$ cat config.mk
export PLATFORM = sky130hd
export DESIGN_NAME = hid_message_packet_framer_flat
export DESIGN_NICKNAME = d
export VERILOG_FILES = /design/src/hdl/hmpf_pkg.sv /design/src/hdl/hmpf_in_if.sv /design/src/hdl/hmpf_out_if.sv /design/src/hdl/hmpf_cfg_if.sv /design/src/hdl/hmpf_front.sv /design/src/hdl/hmpf_queue.sv /design/src/hdl/hmpf_back.sv /design/src/hdl/hid_message_packet_framer.sv /design/src/flat_wrapper.sv
export SDC_FILE = /design/constraint.sdc
export NUM_CORES = 1
export LEC_CHECK = 0
export ABC_AREA = 0
export BUFFER_PORTS_ARGS = -buffer_cell sky130_fd_sc_hd__buf_4
export CORE_ASPECT_RATIO = 2
export CORE_MARGIN = 2
export CORE_UTILIZATION = 30
export CTS_CLUSTER_SIZE = 14
export DETAILED_ROUTE_END_ITERATION = 10
export GPL_ROUTABILITY_DRIVEN = 0
export GPL_TIMING_DRIVEN = 0
export PLACE_DENSITY = 0.42
export SLEW_MARGIN = 20
export SYNTH_ARGS = -nofsm -noshare
export SYNTH_HDL_FRONTEND = slang
export SYNTH_SLANG_ARGS = --single-unit
$ cat constraint.sdc
create_clock -name i_clk -period 9.3 [get_ports i_clk]
set_input_delay 0.465 -clock i_clk [delete_from_list [all_inputs] [get_ports i_clk]]
set_output_delay 0.465 -clock i_clk [all_outputs]
set_load 0.02 [all_outputs]
$ cat src/hdl/hmpf_pkg.sv
package hmpf_pkg;

    localparam int PACKET_BYTES = 64;
    localparam int POS_W        = $clog2(PACKET_BYTES);
    localparam int CFG_IDX_W    = 2;

    typedef logic [POS_W-1:0] t_pos;

    // register indexes
    localparam logic [CFG_IDX_W-1:0] CFG_CHANNEL_WORD = CFG_IDX_W'(0);
    localparam logic [CFG_IDX_W-1:0] CFG_TAG_BYTE     = CFG_IDX_W'(1);

    localparam logic [15:0] CHANNEL_WORD_RST = 16'h0101;
    localparam logic [7:0]  TAG_BYTE_RST     = 8'h05;

    // header slots
    localparam int HDR_CHAN_HI = 0;
    localparam int HDR_CHAN_LO = 1;
    localparam int HDR_TAG     = 2;
    localparam int HDR_SEQ_HI  = 3;
    localparam int HDR_SEQ_LO  = 4;
    localparam int HDR_LEN_HI  = 5;
    localparam int HDR_LEN_LO  = 6;

    localparam int HDR_BYTES_FIRST = 7;
    localparam int HDR_BYTES_NEXT  = 5;

    localparam int QUEUE_DEPTH = 2;
    localparam int QCNT_W      = $clog2(QUEUE_DEPTH + 1);
    localparam int QPTR_W      = $clog2(QUEUE_DEPTH);

    // one classified payload byte
    typedef struct packed {
        logic [7:0]  data;
        logic [15:0] len;
        logic        first;
        logic        last;
    } t_cmd;

endpackage

$ cat src/hdl/hmpf_in_if.sv
interface hmpf_in_if;
    logic        valid;
    logic        ready;
    logic [7:0]  payload_byte;
    logic [15:0] message_length;

    modport source(output valid, output payload_byte, output message_length, input ready);
    modport sink(input valid, input payload_byte, input message_length, output ready);
endinterface

$ cat src/hdl/hmpf_out_if.sv
interface hmpf_out_if;
    logic       valid;
    logic       ready;
    logic [7:0] out_byte;
    logic       packet_end;
    logic       message_end;
    logic       run_last;

    modport source(output valid, output out_byte, output packet_end, output message_end,
                   output run_last, input ready);
    modport sink(input valid, input out_byte, input packet_end, input message_end,
                 input run_last, output ready);
endinterface

$ cat src/hdl/hmpf_cfg_if.sv
interface hmpf_cfg_if;
    logic                            valid;
    logic                            ready;
    logic [hmpf_pkg::CFG_IDX_W-1:0]  index;
    logic [15:0]                     data;

    modport source(output valid, output index, output data, input ready);
    modport sink(input valid, input index, input data, output ready);
endinterface

$ cat src/hdl/hmpf_front.sv
module hmpf_front (
    input  logic           i_clk,
    input  logic           i_rst_n,
    hmpf_in_if.sink        i_in,
    input  logic           i_q_full,
    output logic           o_push,
    output hmpf_pkg::t_cmd o_cmd
);

    logic [15:0] r_bytes_left;
    logic [15:0] n_bytes_left;
    logic        accept;
    logic        start;

    assign i_in.ready = !i_q_full;
    assign accept     = i_in.valid && i_in.ready;
    assign start      = (r_bytes_left == 16'd0);

    always_comb begin
        o_cmd.data   = i_in.payload_byte;
        o_cmd.len    = i_in.message_length;
        o_cmd.first  = start;
        n_bytes_left = r_bytes_left;
        o_push       = 1'b0;
        if (start) begin
            o_cmd.last = (i_in.message_length == 16'd1);
            if (accept && i_in.message_length != 16'd0) begin
                o_push       = 1'b1;
                n_bytes_left = i_in.message_length - 16'd1;
            end
        end else begin
            o_cmd.last = (r_bytes_left == 16'd1);
            if (accept) begin
                o_push       = 1'b1;
                n_bytes_left = r_bytes_left - 16'd1;
            end
        end
    end

    always_ff @(posedge i_clk) begin
        if (!i_rst_n) begin
            r_bytes_left <= 16'd0;
        end else begin
            r_bytes_left <= n_bytes_left;
        end
    end

endmodule

$ cat src/hdl/hmpf_queue.sv
module hmpf_queue (
    input  logic           i_clk,
    input  logic           i_rst_n,
    input  logic           i_push,
    input  hmpf_pkg::t_cmd i_cmd,
    input  logic           i_pop,
    output logic           o_full,
    output logic           o_empty,
    output hmpf_pkg::t_cmd o_head
);

    hmpf_pkg::t_cmd                r_mem [hmpf_pkg::QUEUE_DEPTH];
    logic [hmpf_pkg::QPTR_W-1:0]   r_wr_ptr;
    logic [hmpf_pkg::QPTR_W-1:0]   r_rd_ptr;
    logic [hmpf_pkg::QCNT_W-1:0]   r_count;
    logic                          do_push;
    logic                          do_pop;

    assign o_full  = (r_count == hmpf_pkg::QCNT_W'(hmpf_pkg::QUEUE_DEPTH));
    assign o_empty = (r_count == '0);
    assign o_head  = r_mem[r_rd_ptr];
    assign do_push = i_push && !o_full;
    assign do_pop  = i_pop && !o_empty;

    always_ff @(posedge i_clk) begin
        if (do_push) begin
            r_mem[r_wr_ptr] <= i_cmd;
        end
    end

    always_ff @(posedge i_clk) begin
        if (!i_rst_n) begin
            r_wr_ptr <= '0;
            r_rd_ptr <= '0;
            r_count  <= '0;
        end else begin
            if (do_push) begin
                r_wr_ptr <= r_wr_ptr + 1'b1;
            end
            if (do_pop) begin
                r_rd_ptr <= r_rd_ptr + 1'b1;
            end
            case ({do_push, do_pop})
                2'b10:   r_count <= r_count + 1'b1;
                2'b01:   r_count <= r_count - 1'b1;
                default: r_count <= r_count;
            endcase
        end
    end

    a_no_overflow: assert property (@(posedge i_clk) disable iff (!i_rst_n)
        r_count <= hmpf_pkg::QCNT_W'(hmpf_pkg::QUEUE_DEPTH))
        else $error("queue count beyond depth");

    a_push_full: assert property (@(posedge i_clk) disable iff (!i_rst_n)
        o_full |-> !i_push)
        else $error("push into full queue");

    a_pop_empty: assert property (@(posedge i_clk) disable iff (!i_rst_n)
        o_empty && !i_push |=> o_empty)
        else $error("queue filled without push");

endmodule

$ cat src/hdl/hmpf_back.sv
module hmpf_back (
    input  logic           i_clk,
    input  logic           i_rst_n,
    input  logic           i_q_empty,
    input  hmpf_pkg::t_cmd i_q_head,
    output logic           o_pop,
    hmpf_cfg_if.sink       i_cfg,
    hmpf_out_if.source     o_out
);

    typedef enum logic [1:0] {
        S_HDR,
        S_DATA,
        S_PAD
    } t_stage;

    hmpf_pkg::t_cmd r_cmd;
    logic           r_busy;
    t_stage         r_stage;
    hmpf_pkg::t_pos r_pos;
    logic [15:0]    r_seq;
    logic [15:0]    r_chan;
    logic [7:0]     r_tag;
    logic           r_out_valid;
    logic [7:0]     r_out_byte;
    logic           r_out_pend;
    logic           r_out_mend;
    logic           r_out_last;

    logic           out_ld;
    logic           emit;
    logic           done;
    logic [7:0]     e_byte;
    logic           e_pend;
    logic           e_mend;
    logic           e_last;
    t_stage         n_stage;
    hmpf_pkg::t_pos n_pos;
    hmpf_pkg::t_pos pos_after;
    hmpf_pkg::t_pos hdr_end;

    assign i_cfg.ready = 1'b1;

    assign o_out.valid       = r_out_valid;
    assign o_out.out_byte    = r_out_byte;
    assign o_out.packet_end  = r_out_pend;
    assign o_out.message_end = r_out_mend;
    assign o_out.run_last    = r_out_last;

    assign out_ld    = !r_out_valid || o_out.ready;
    assign emit      = out_ld && r_busy;
    assign e_pend    = (r_pos == hmpf_pkg::t_pos'(hmpf_pkg::PACKET_BYTES - 1));
    assign n_pos     = e_pend ? '0 : r_pos + 1'b1;
    assign pos_after = emit ? n_pos : r_pos;
    assign o_pop     = !i_q_empty && (!r_busy || (emit && done));
    assign hdr_end   = r_cmd.first ? hmpf_pkg::t_pos'(hmpf_pkg::HDR_BYTES_FIRST - 1)
                                   : hmpf_pkg::t_pos'(hmpf_pkg::HDR_BYTES_NEXT - 1);

    always_comb begin
        e_byte  = 8'h00;
        e_mend  = 1'b0;
        e_last  = 1'b0;
        done    = 1'b0;
        n_stage = r_stage;
        case (r_stage)
            S_HDR: begin
                case (r_pos)
                    hmpf_pkg::t_pos'(hmpf_pkg::HDR_CHAN_HI): e_byte = r_chan[15:8];
                    hmpf_pkg::t_pos'(hmpf_pkg::HDR_CHAN_LO): e_byte = r_chan[7:0];
                    hmpf_pkg::t_pos'(hmpf_pkg::HDR_TAG):     e_byte = r_tag;
                    hmpf_pkg::t_pos'(hmpf_pkg::HDR_SEQ_HI):  e_byte = r_seq[15:8];
                    hmpf_pkg::t_pos'(hmpf_pkg::HDR_SEQ_LO):  e_byte = r_seq[7:0];
                    hmpf_pkg::t_pos'(hmpf_pkg::HDR_LEN_HI):  e_byte = r_cmd.len[15:8];
                    hmpf_pkg::t_pos'(hmpf_pkg::HDR_LEN_LO):  e_byte = r_cmd.len[7:0];
                    default:                                 e_byte = 8'h00;
                endcase
                if (r_pos == hdr_end) begin
                    n_stage = S_DATA;
                end
            end
            S_DATA: begin
                e_byte = r_cmd.data;
                e_mend = e_pend && r_cmd.last;
                done   = !r_cmd.last || e_pend;
                e_last = done;
                if (!done) begin
                    n_stage = S_PAD;
                end
            end
            S_PAD: begin
                e_mend = e_pend;
                done   = e_pend;
                e_last = e_pend;
            end
            default: begin
                done = 1'b1;
            end
        endcase
    end

    always_ff @(posedge i_clk) begin
        if (!i_rst_n) begin
            r_busy      <= 1'b0;
            r_stage     <= S_HDR;
            r_pos       <= '0;
            r_seq       <= 16'd0;
            r_chan      <= hmpf_pkg::CHANNEL_WORD_RST;
            r_tag       <= hmpf_pkg::TAG_BYTE_RST;
            r_out_valid <= 1'b0;
        end else begin
            if (i_cfg.valid && i_cfg.ready) begin
                case (i_cfg.index)
                    hmpf_pkg::CFG_CHANNEL_WORD: r_chan <= i_cfg.data;
                    hmpf_pkg::CFG_TAG_BYTE:     r_tag  <= i_cfg.data[7:0];
                    default: ;
                endcase
            end
            if (out_ld) begin
                r_out_valid <= emit;
                r_out_byte  <= e_byte;
                r_out_pend  <= e_pend;
                r_out_mend  <= e_mend;
                r_out_last  <= e_last;
            end
            if (emit) begin
                r_pos <= n_pos;
            end
            // a new message restarts the packet count
            if (o_pop && i_q_head.first) begin
                r_seq <= 16'd0;
            end else if (emit && e_pend) begin
                r_seq <= r_seq + 16'd1;
            end
            if (o_pop) begin
                r_cmd   <= i_q_head;
                r_busy  <= 1'b1;
                r_stage <= (pos_after == '0) ? S_HDR : S_DATA;
            end else if (emit) begin
                r_stage <= n_stage;
                if (done) begin
                    r_busy <= 1'b0;
                end
            end
        end
    end

    a_mend_pend: assert property (@(posedge i_clk) disable iff (!i_rst_n)
        r_out_valid && r_out_mend |-> r_out_pend && r_out_last)
        else $error("message end off a packet boundary");

    a_wrap: assert property (@(posedge i_clk) disable iff (!i_rst_n)
        emit && e_pend |=> r_pos == '0)
        else $error("position did not wrap at packet end");

    a_first_at_zero: assert property (@(posedge i_clk) disable iff (!i_rst_n)
        o_pop && i_q_head.first |-> pos_after == '0)
        else $error("new message started mid packet");

    a_pad_busy: assert property (@(posedge i_clk) disable iff (!i_rst_n)
        r_busy && r_stage == S_PAD |-> r_cmd.last)
        else $error("padding outside final byte");

endmodule

$ cat src/hdl/hid_message_packet_framer.sv
// Frames a message byte stream into 64-byte packets: each packet opens with the channel
// word, tag byte and 16-bit sequence number (big-endian); the first packet also carries the
// 16-bit message length, and the final packet is zero padded. The message length is
// sampled on the first byte; a first byte with length zero is dropped. A two-entry queue
// separates the input classifier from the byte sequencer, which emits one byte per cycle
// while the output is ready; a payload byte is taken every cycle except on output stalls
// or when the queue fills while header bytes (5 or 7) or padding are sent. Results come
// from an output register; run_last marks the last byte caused by each input byte.
// Configuration writes take effect at once and are meant for idle periods.
module hid_message_packet_framer (
    input  logic        i_clk,
    input  logic        i_rst_n,
    hmpf_in_if.sink     i_in,
    hmpf_cfg_if.sink    i_cfg,
    hmpf_out_if.source  o_out
);

    logic           q_full;
    logic           q_empty;
    logic           q_push;
    logic           q_pop;
    hmpf_pkg::t_cmd q_in;
    hmpf_pkg::t_cmd q_head;

    hmpf_front u_front (
        .i_clk    (i_clk),
        .i_rst_n  (i_rst_n),
        .i_in     (i_in),
        .i_q_full (q_full),
        .o_push   (q_push),
        .o_cmd    (q_in)
    );

    hmpf_queue u_queue (
        .i_clk   (i_clk),
        .i_rst_n (i_rst_n),
        .i_push  (q_push),
        .i_cmd   (q_in),
        .i_pop   (q_pop),
        .o_full  (q_full),
        .o_empty (q_empty),
        .o_head  (q_head)
    );

    hmpf_back u_back (
        .i_clk     (i_clk),
        .i_rst_n   (i_rst_n),
        .i_q_empty (q_empty),
        .i_q_head  (q_head),
        .o_pop     (q_pop),
        .i_cfg     (i_cfg),
        .o_out     (o_out)
    );

endmodule

$ cat src/flat_wrapper.sv
// flat-port wrapper written by rule: the top's interface ports become plain ports
module hid_message_packet_framer_flat 
  (i_clk, i_rst_n, i_in_valid, i_in_payload_byte, i_in_message_length, i_in_ready, i_cfg_valid, i_cfg_index, i_cfg_data, i_cfg_ready, o_out_valid, o_out_out_byte, o_out_packet_end, o_out_message_end, o_out_run_last, o_out_ready);
  hmpf_in_if i_in_i ();
  hmpf_cfg_if i_cfg_i ();
  hmpf_out_if o_out_i ();
  input  logic i_clk;
  input  logic i_rst_n;
  input wire logic [$bits(i_in_i.valid)-1:0] i_in_valid;
  input wire logic [$bits(i_in_i.payload_byte)-1:0] i_in_payload_byte;
  input wire logic [$bits(i_in_i.message_length)-1:0] i_in_message_length;
  output wire logic [$bits(i_in_i.ready)-1:0] i_in_ready;
  input wire logic [$bits(i_cfg_i.valid)-1:0] i_cfg_valid;
  input wire logic [$bits(i_cfg_i.index)-1:0] i_cfg_index;
  input wire logic [$bits(i_cfg_i.data)-1:0] i_cfg_data;
  output wire logic [$bits(i_cfg_i.ready)-1:0] i_cfg_ready;
  output wire logic [$bits(o_out_i.valid)-1:0] o_out_valid;
  output wire logic [$bits(o_out_i.out_byte)-1:0] o_out_out_byte;
  output wire logic [$bits(o_out_i.packet_end)-1:0] o_out_packet_end;
  output wire logic [$bits(o_out_i.message_end)-1:0] o_out_message_end;
  output wire logic [$bits(o_out_i.run_last)-1:0] o_out_run_last;
  input wire logic [$bits(o_out_i.ready)-1:0] o_out_ready;
  assign i_in_i.valid = i_in_valid;
  assign i_in_i.payload_byte = i_in_payload_byte;
  assign i_in_i.message_length = i_in_message_length;
  assign i_in_ready = i_in_i.ready;
  assign i_cfg_i.valid = i_cfg_valid;
  assign i_cfg_i.index = i_cfg_index;
  assign i_cfg_i.data = i_cfg_data;
  assign i_cfg_ready = i_cfg_i.ready;
  assign o_out_valid = o_out_i.valid;
  assign o_out_out_byte = o_out_i.out_byte;
  assign o_out_packet_end = o_out_i.packet_end;
  assign o_out_message_end = o_out_i.message_end;
  assign o_out_run_last = o_out_i.run_last;
  assign o_out_i.ready = o_out_ready;
  hid_message_packet_framer u_core (.i_clk(i_clk), .i_rst_n(i_rst_n), .i_in(i_in_i), .i_cfg(i_cfg_i), .o_out(o_out_i));
endmodule
# After elaboration in Yosys (flattened, before gate mapping)
# Memory sizes are Yosys's and may differ from the RTL's. A register that Yosys moved wholly into a read port is not among the register bits.
# Cells that the tools add are included.
# word_totals
reg_bits	107
latch_bits	0
ram_bits	52
romBits	0
inputBits	47
out_inout_bits	14
elab_cells	115
n_memories	1
# memory_table
memory	words	width	read_ports	rd_ports_with_merged_regs	write_ports	line	rtl
u_core.u_queue.r_mem	2	26	1	1	1	hmpf_queue.sv:12	hmpf_pkg::t_cmd r_mem [hmpf_pkg::QUEUE_DEPTH];
# classes
n_addsub	8
n_mul	0
div_mod_pow	0
n_lt_le_gt_ge	0
eq_ne	19
n_shift	0
mux	29
n_bitwise	1
n_reduce_logical	38
# op_table
operator	count
8-bit one-hot mux with 7 select lines	1
16-bit 2-to-1 mux	3
16-bit by 1-bit equality test with 1-bit output (second input constant)	2
16-bit by 1-bit subtractor with 16-bit output (second input constant)	2
6-bit by 3-bit equality test with 1-bit output (second input constant)	3
16-bit by 1-bit adder with 16-bit output (second input constant)	1
16-bit logical NOT	1
8-bit one-hot mux with 2 select lines	1
16-bit nonzero test	1
6-bit by 2-bit equality test with 1-bit output (second input constant)	2
6-bit logical NOT	2
1-bit 2-to-1 mux	12
6-bit 2-to-1 mux	2
2-bit AND reduction	6
1-bit logical AND	10
2-bit 2-to-1 mux	5
2-bit one-hot mux with 2 select lines	2
2-bit nonzero test	4
6-bit by 1-bit adder with 6-bit output (second input constant)	1
2-bit by 1-bit equality test with 1-bit output (second input constant)	3
2-bit equality test (second input constant)	3
6-bit by 1-bit equality test with 1-bit output (second input constant)	1
6-bit by 3-bit equality test with 1-bit output	1
6-bit equality test (second input constant)	1
14 further kinds	25

# Longest topological paths before layout
# depth
ltp_word	9
ltp_mapped	12
mapped_depth_nobuf	11

# By module
# From an unflattened synthesis, not the netlist that was laid out.
# unflattened
cells_unflattened	753
area_unflattened_um2	7998.9
# by_module_without_submodules
mod	instances	cells_per_inst	area_each_um2	seq_area_each_um2
hmpf_back	1	418	4220.3	2112.0
hmpf_queue	1	107	2105.8	1661.6
hmpf_front	1	228	1672.9	320.3

# Worst setup path before layout
# No wires, ideal clock.
# synth_path
path_type	reg2reg
start	register u_core.u_back.r_pos[0]
end	register u_core.u_back.r_cmd[0] in the netlist's numbering, enable pin
setup_time_ps	409
arrival_ps	2698
required_ps	8891
path_slack_ps	6193
stages_incl_launch_ff	7
n_path_buf	0
period_less_slack_ps	3107
path_cell_list	dfxtp_1 ha_1 nand3_2 nor2_1 a22o_1 o21ai_0 nor2_1
# synth_between
elab_chain_cells	7
# synth_rtl
item	line	rtl
from (decl)	hmpf_back.sv:20	hmpf_pkg::t_pos r_pos;
from (signal assigned)	hmpf_back.sv:126	r_pos <= n_pos;
6-bit equality test (*)	hmpf_back.sv:52	assign e_pend = (r_pos == hmpf_pkg::t_pos'(hmpf_pkg::PACKET_BYTES - 1));
via u_core.u_back.e_pend	hmpf_back.sv:34	logic e_pend;
1-bit logical OR	hmpf_back.sv:84	done = !r_cmd.last || e_pend;
1-bit one-hot mux with 3 select lines (*)	hmpf_back.sv:65	case (r_stage)
1-bit logical AND (*)	hmpf_back.sv:55	assign o_pop = !i_q_empty && (!r_busy || (emit && done));
1-bit logical OR (*)	hmpf_back.sv:55	
1-bit logical AND (*)	hmpf_back.sv:55	
2-bit AND reduction (no line) (*)	n/a	
to (signal assigned)	hmpf_back.sv:135	r_cmd <= i_q_head;
to (decl)	hmpf_back.sv:17	hmpf_pkg::t_cmd r_cmd;
# Mark *: on every way through the listed nets, which the timed path passes. The rest lies on a longest branch.
# A chain may end at the register's enable or synchronous reset.

# Worst setup path after layout
# layout_path
start	register u_core.u_back.r_pos[0]
end	register u_core.u_back.r_cmd[22] in the netlist's numbering, enable pin
# The elaborated chain is that of the path after synthesis.

==> flow_metrics.env <==
export IMPL_rows=80
export IMPL_setup_tns_ps=0
export IMPL_peakVddDrop_mv=0.210
export IMPL_h_tree_depth=4
export IMPL_final_core_util=0.366
export IMPL_initial_core_util=0.305
export IMPL_p_per_area_nw_per_um2=283
export IMPL_antenna_found_initial=0
export IMPL_synthXorXnorAreaFrac=0.0433
export IMPL_reg2reg_to="u_core.u_back.r_cmd[22]"
export IMPL_p_clk_frac=0.290
export IMPL_rsz0062_at_grt="false"
export IMPL_drv_cap=0
export IMPL_crit_path_top_delay_cell="nor2_4"
export IMPL_ios=61
export IMPL_path_cells="ha_1 -> nand3_2 -> nor2_1 -> a22o_1 -> o21ai_0 -> nor2_4"
export IMPL_synthAdderAreaFrac=0.0275
export IMPL_drc_errors=0
export IMPL_relSlewSlack=0.343
export IMPL_post_synth_and_or_nand_nor_area_fraction=0.163
export IMPL_worstPathArrival_ps=3280
export IMPL_setup_viol=0
export IMPL_grt_usage=0.166
export IMPL_vias_per_cell=5.10
export IMPL_muxShareOfSynthArea=0.0555
export IMPL_clkTransAtPathRegs_ps=70
export IMPL_layout_area_seq_um2=4090
export IMPL_cp_slowest_stage_delay_ps=710
export IMPL_multiInputGateArea_um2=2990
export IMPL_hold_buffers=0
export IMPL_maxSlewViolCount=0
export IMPL_ant_nets=0
export IMPL_switchingPower_mw=0.874
export IMPL_cts_buffers=17
export IMPL_die_h_um=224
export IMPL_hold_slack_ps=203
export IMPL_synth_edf_count=89
export IMPL_grt_pass1_wl_um=31400
export IMPL_yosysWarnings=0
export IMPL_worstHoldStart="i_in_payload_byte[3]"
export IMPL_synth_top_family_by_area="simple AND/OR/NAND/NOR gates"
export IMPL_area_delta_synth_final_pct=19.8
export IMPL_hpwl_um=15300
export IMPL_clock_skew_ps=11.1
export IMPL_final_layout_size_suffix_gt1_frac=0.188
export IMPL_internal_power_mw=1.59
export IMPL_clockRootBuffer="clkbuf_16"
export IMPL_synth_compound_area_frac=0.118
export IMPL_dpl_cell_area_um2=8120
export IMPL_cts_resized=0
export IMPL_end_kind="flip-flop"
export IMPL_yosys_most_used_dff="edfxtp_1"
export IMPL_synth_seq_cells=160
export IMPL_worst_slew_pin_slew_ps=983
export IMPL_r2r_start="u_core.u_back.r_pos[0]"
export IMPL_run_status="finished, final reports clean"
export IMPL_start_kind="flip-flop"
export IMPL_grt_pass1_vias=5608
export IMPL_cts_buffer_depth=2
export IMPL_avgSynthCellArea_um2=10.8
export IMPL_power_frac_comb=0.320
export IMPL_fmax_mhz=312
export IMPL_design_area_um2=8720
export IMPL_async_flop_share=0
export IMPL_clk_latency_ps=440
export IMPL_finalWorstSetupSlack_ps=6090
export IMPL_leakage_nw=3.21
export IMPL_cp_startpoint="u_core.u_back.r_pos[0]"
export IMPL_dr_pass1_iters=5
export IMPL_vias=5365
export IMPL_worstHoldPathCells=1
export IMPL_switching_share=0.354
export IMPL_layout_commonest_cell="edfxtp_1"
export IMPL_holdPathEnd="u_core.u_queue.r_mem[0][21]"
export IMPL_grt_max_degree=27
export IMPL_syn_area_um2=7280
export IMPL_core_area_um2=23800
export IMPL_clock_sinks=160
export IMPL_drtIter0Drc=331
export IMPL_report_final_hold_viol_count=0
export IMPL_worstPathMaxFanout=26
export IMPL_layout_min_cycle_time_ps=3210
export IMPL_synth_nets=736
export IMPL_crit_type="reg2reg"
export IMPL_mostFrequentLayoutCells="edfxtp_1, dfxtp_1, nand2_1"
export IMPL_post_place_ws_ps=6070
export IMPL_holdCritPathClass="in2reg"
export IMPL_cts_tree="done"
export IMPL_worst_r2r_cell_count=6
export IMPL_synth_cell_types=63
export IMPL_post_drt_wl_per_cell_um=19.3
export IMPL_diodes=0
export IMPL_port_buffers=59
export IMPL_period_share=0.345
export IMPL_die_w_um=114
export IMPL_die_area_um2=25600
export IMPL_power_frac_seq=0.390
export IMPL_postCtsSetupBuffers=0
export IMPL_ff2ff_setup_slack_ps=6090
export IMPL_worstPathRequired_ps=9370
export IMPL_totalWireLength_um=20300
export IMPL_nets=815
export IMPL_seq_area_frac_synth=0.563
export IMPL_overflow=0
export IMPL_nFillCells=2404
export IMPL_syn_inst=673
-- cells by family (layout without fill, tap and decap cells) --
logic type | Yosys count | in the layout
AND/OR/NAND/NOR | 241 | 241
flip-flops | 160 | 160
AO/OA/AOI/OAI | 131 | 131
buffers and inverters | 51 | 143
multiplexers | 37 | 37
XOR/XNOR | 36 | 36
adder cells (fa/ha/maj) | 16 | 16
other | 1 | 1
-- worst max path at each step --
stage | end | slack, ps | cells past startpoint
2_1_floorplan | u_core.u_back.r_cmd[0] | 6190 | 6
3_3_place_gp | u_core.u_back.r_cmd[19] | 5080 | 6
3_5_place_dp | u_core.u_back.r_cmd[18] | 6070 | 6
4_1_cts | u_core.u_back.r_cmd[13] | 6040 | 6
5_1_grt | u_core.u_back.r_cmd[22] | 5790 | 6
6_report | u_core.u_back.r_cmd[22] | 6090 | 6
-- Yosys cell counts, types with 16 or more instances --
master,count,area [um^2]
a21oi_1,45,225
clkbuf_1,22,82.6
dfxtp_1,71,1420
edfxtp_1,89,2670
ha_1,16,200
mux2_2,27,304
nand2_1,70,263
nand3_1,21,105
nor2_1,62,233
nor3_1,24,120
o21ai_0,18,90.1
xor2_1,21,184
-- final cells by class --
class,count,share of cell area
Buffer,35,0.0177
Clock buffer,17,0.0488
Clock inverter,15,0.0200
Inverter,16,0.00689
Multi-Input combinational cell,462,0.343
Sequential cell,160,0.470
Tap cell,287,0.0412
Timing Repair Buffer,60,0.0531
-- stage by stage --
| step | power, mW | cells |
|---|---|---|
| after floorplan | 1.51 | 673 |
| after global placement | 1.75 | 1019 |
| after detailed placement | 1.77 | 1020 |
| after CTS | 2.50 | 1052 |
| after global routing | 2.62 | 1052 |
| final | 2.47 | 1052 |
-- state kept, by name (all words and copies together) (netlist names), named ones only --
| name | count |
|---|---|
| u_core.u_back.r_tag | 8 |
| u_core.u_back.r_busy | 1 |
| u_core.u_front.r_bytes_left | 16 |
| u_core.u_back.r_pos | 6 |
| u_core.u_back.o_out.message_end | 1 |
| u_core.u_back.o_out.valid | 1 |
| u_core.u_back.r_seq | 16 |
| u_core.u_back.o_out.out_byte | 8 |
| u_core.u_back.o_out.run_last | 1 |
| u_core.u_back.r_stage | 2 |
| u_core.u_queue.r_rd_ptr | 1 |
| u_core.u_back.r_cmd | 26 |
| u_core.u_queue.r_count | 2 |
| u_core.u_queue.r_mem | 52 |
| u_core.u_back.o_out.packet_end | 1 |
| u_core.u_back.r_chan | 16 |
| u_core.u_queue.r_wr_ptr | 1 |
-- metal layers --
layer | global-route usage | wire length (um) | vias up
met4 | 0.0921 | 942 | 0
met3 | 0.0407 | 818 | 47
met2 | 0.312 | 11400 | 144
met5 | 0 | 0 | -
met1 | 0.160 | 7180 | 2553
li1 | - | - | 2621
-- worst max-delay path: cells and delay by family, from the launching register on --
kind                     cells  cell delay (ps)
flip-flops                   1              460
AO/OA/AOI/OAI                2              620
AND/OR/NAND/NOR              3             1420
adder cells (fa/ha/maj)      1              320
-- power groups by stage --
stage | clock network (mW) | registers, mW | logic [mW]
3_3_place_gp | 0 | 0.975 | 0.773
2_1_floorplan | 0 | 0.973 | 0.538
3_5_place_dp | 0 | 0.977 | 0.792
5_1_grt | 0.767 | 0.976 | 0.873
4_1_cts | 0.741 | 0.962 | 0.795
6_report | 0.717 | 0.962 | 0.789
Note: power is estimated with default switching activity, not from simulation.
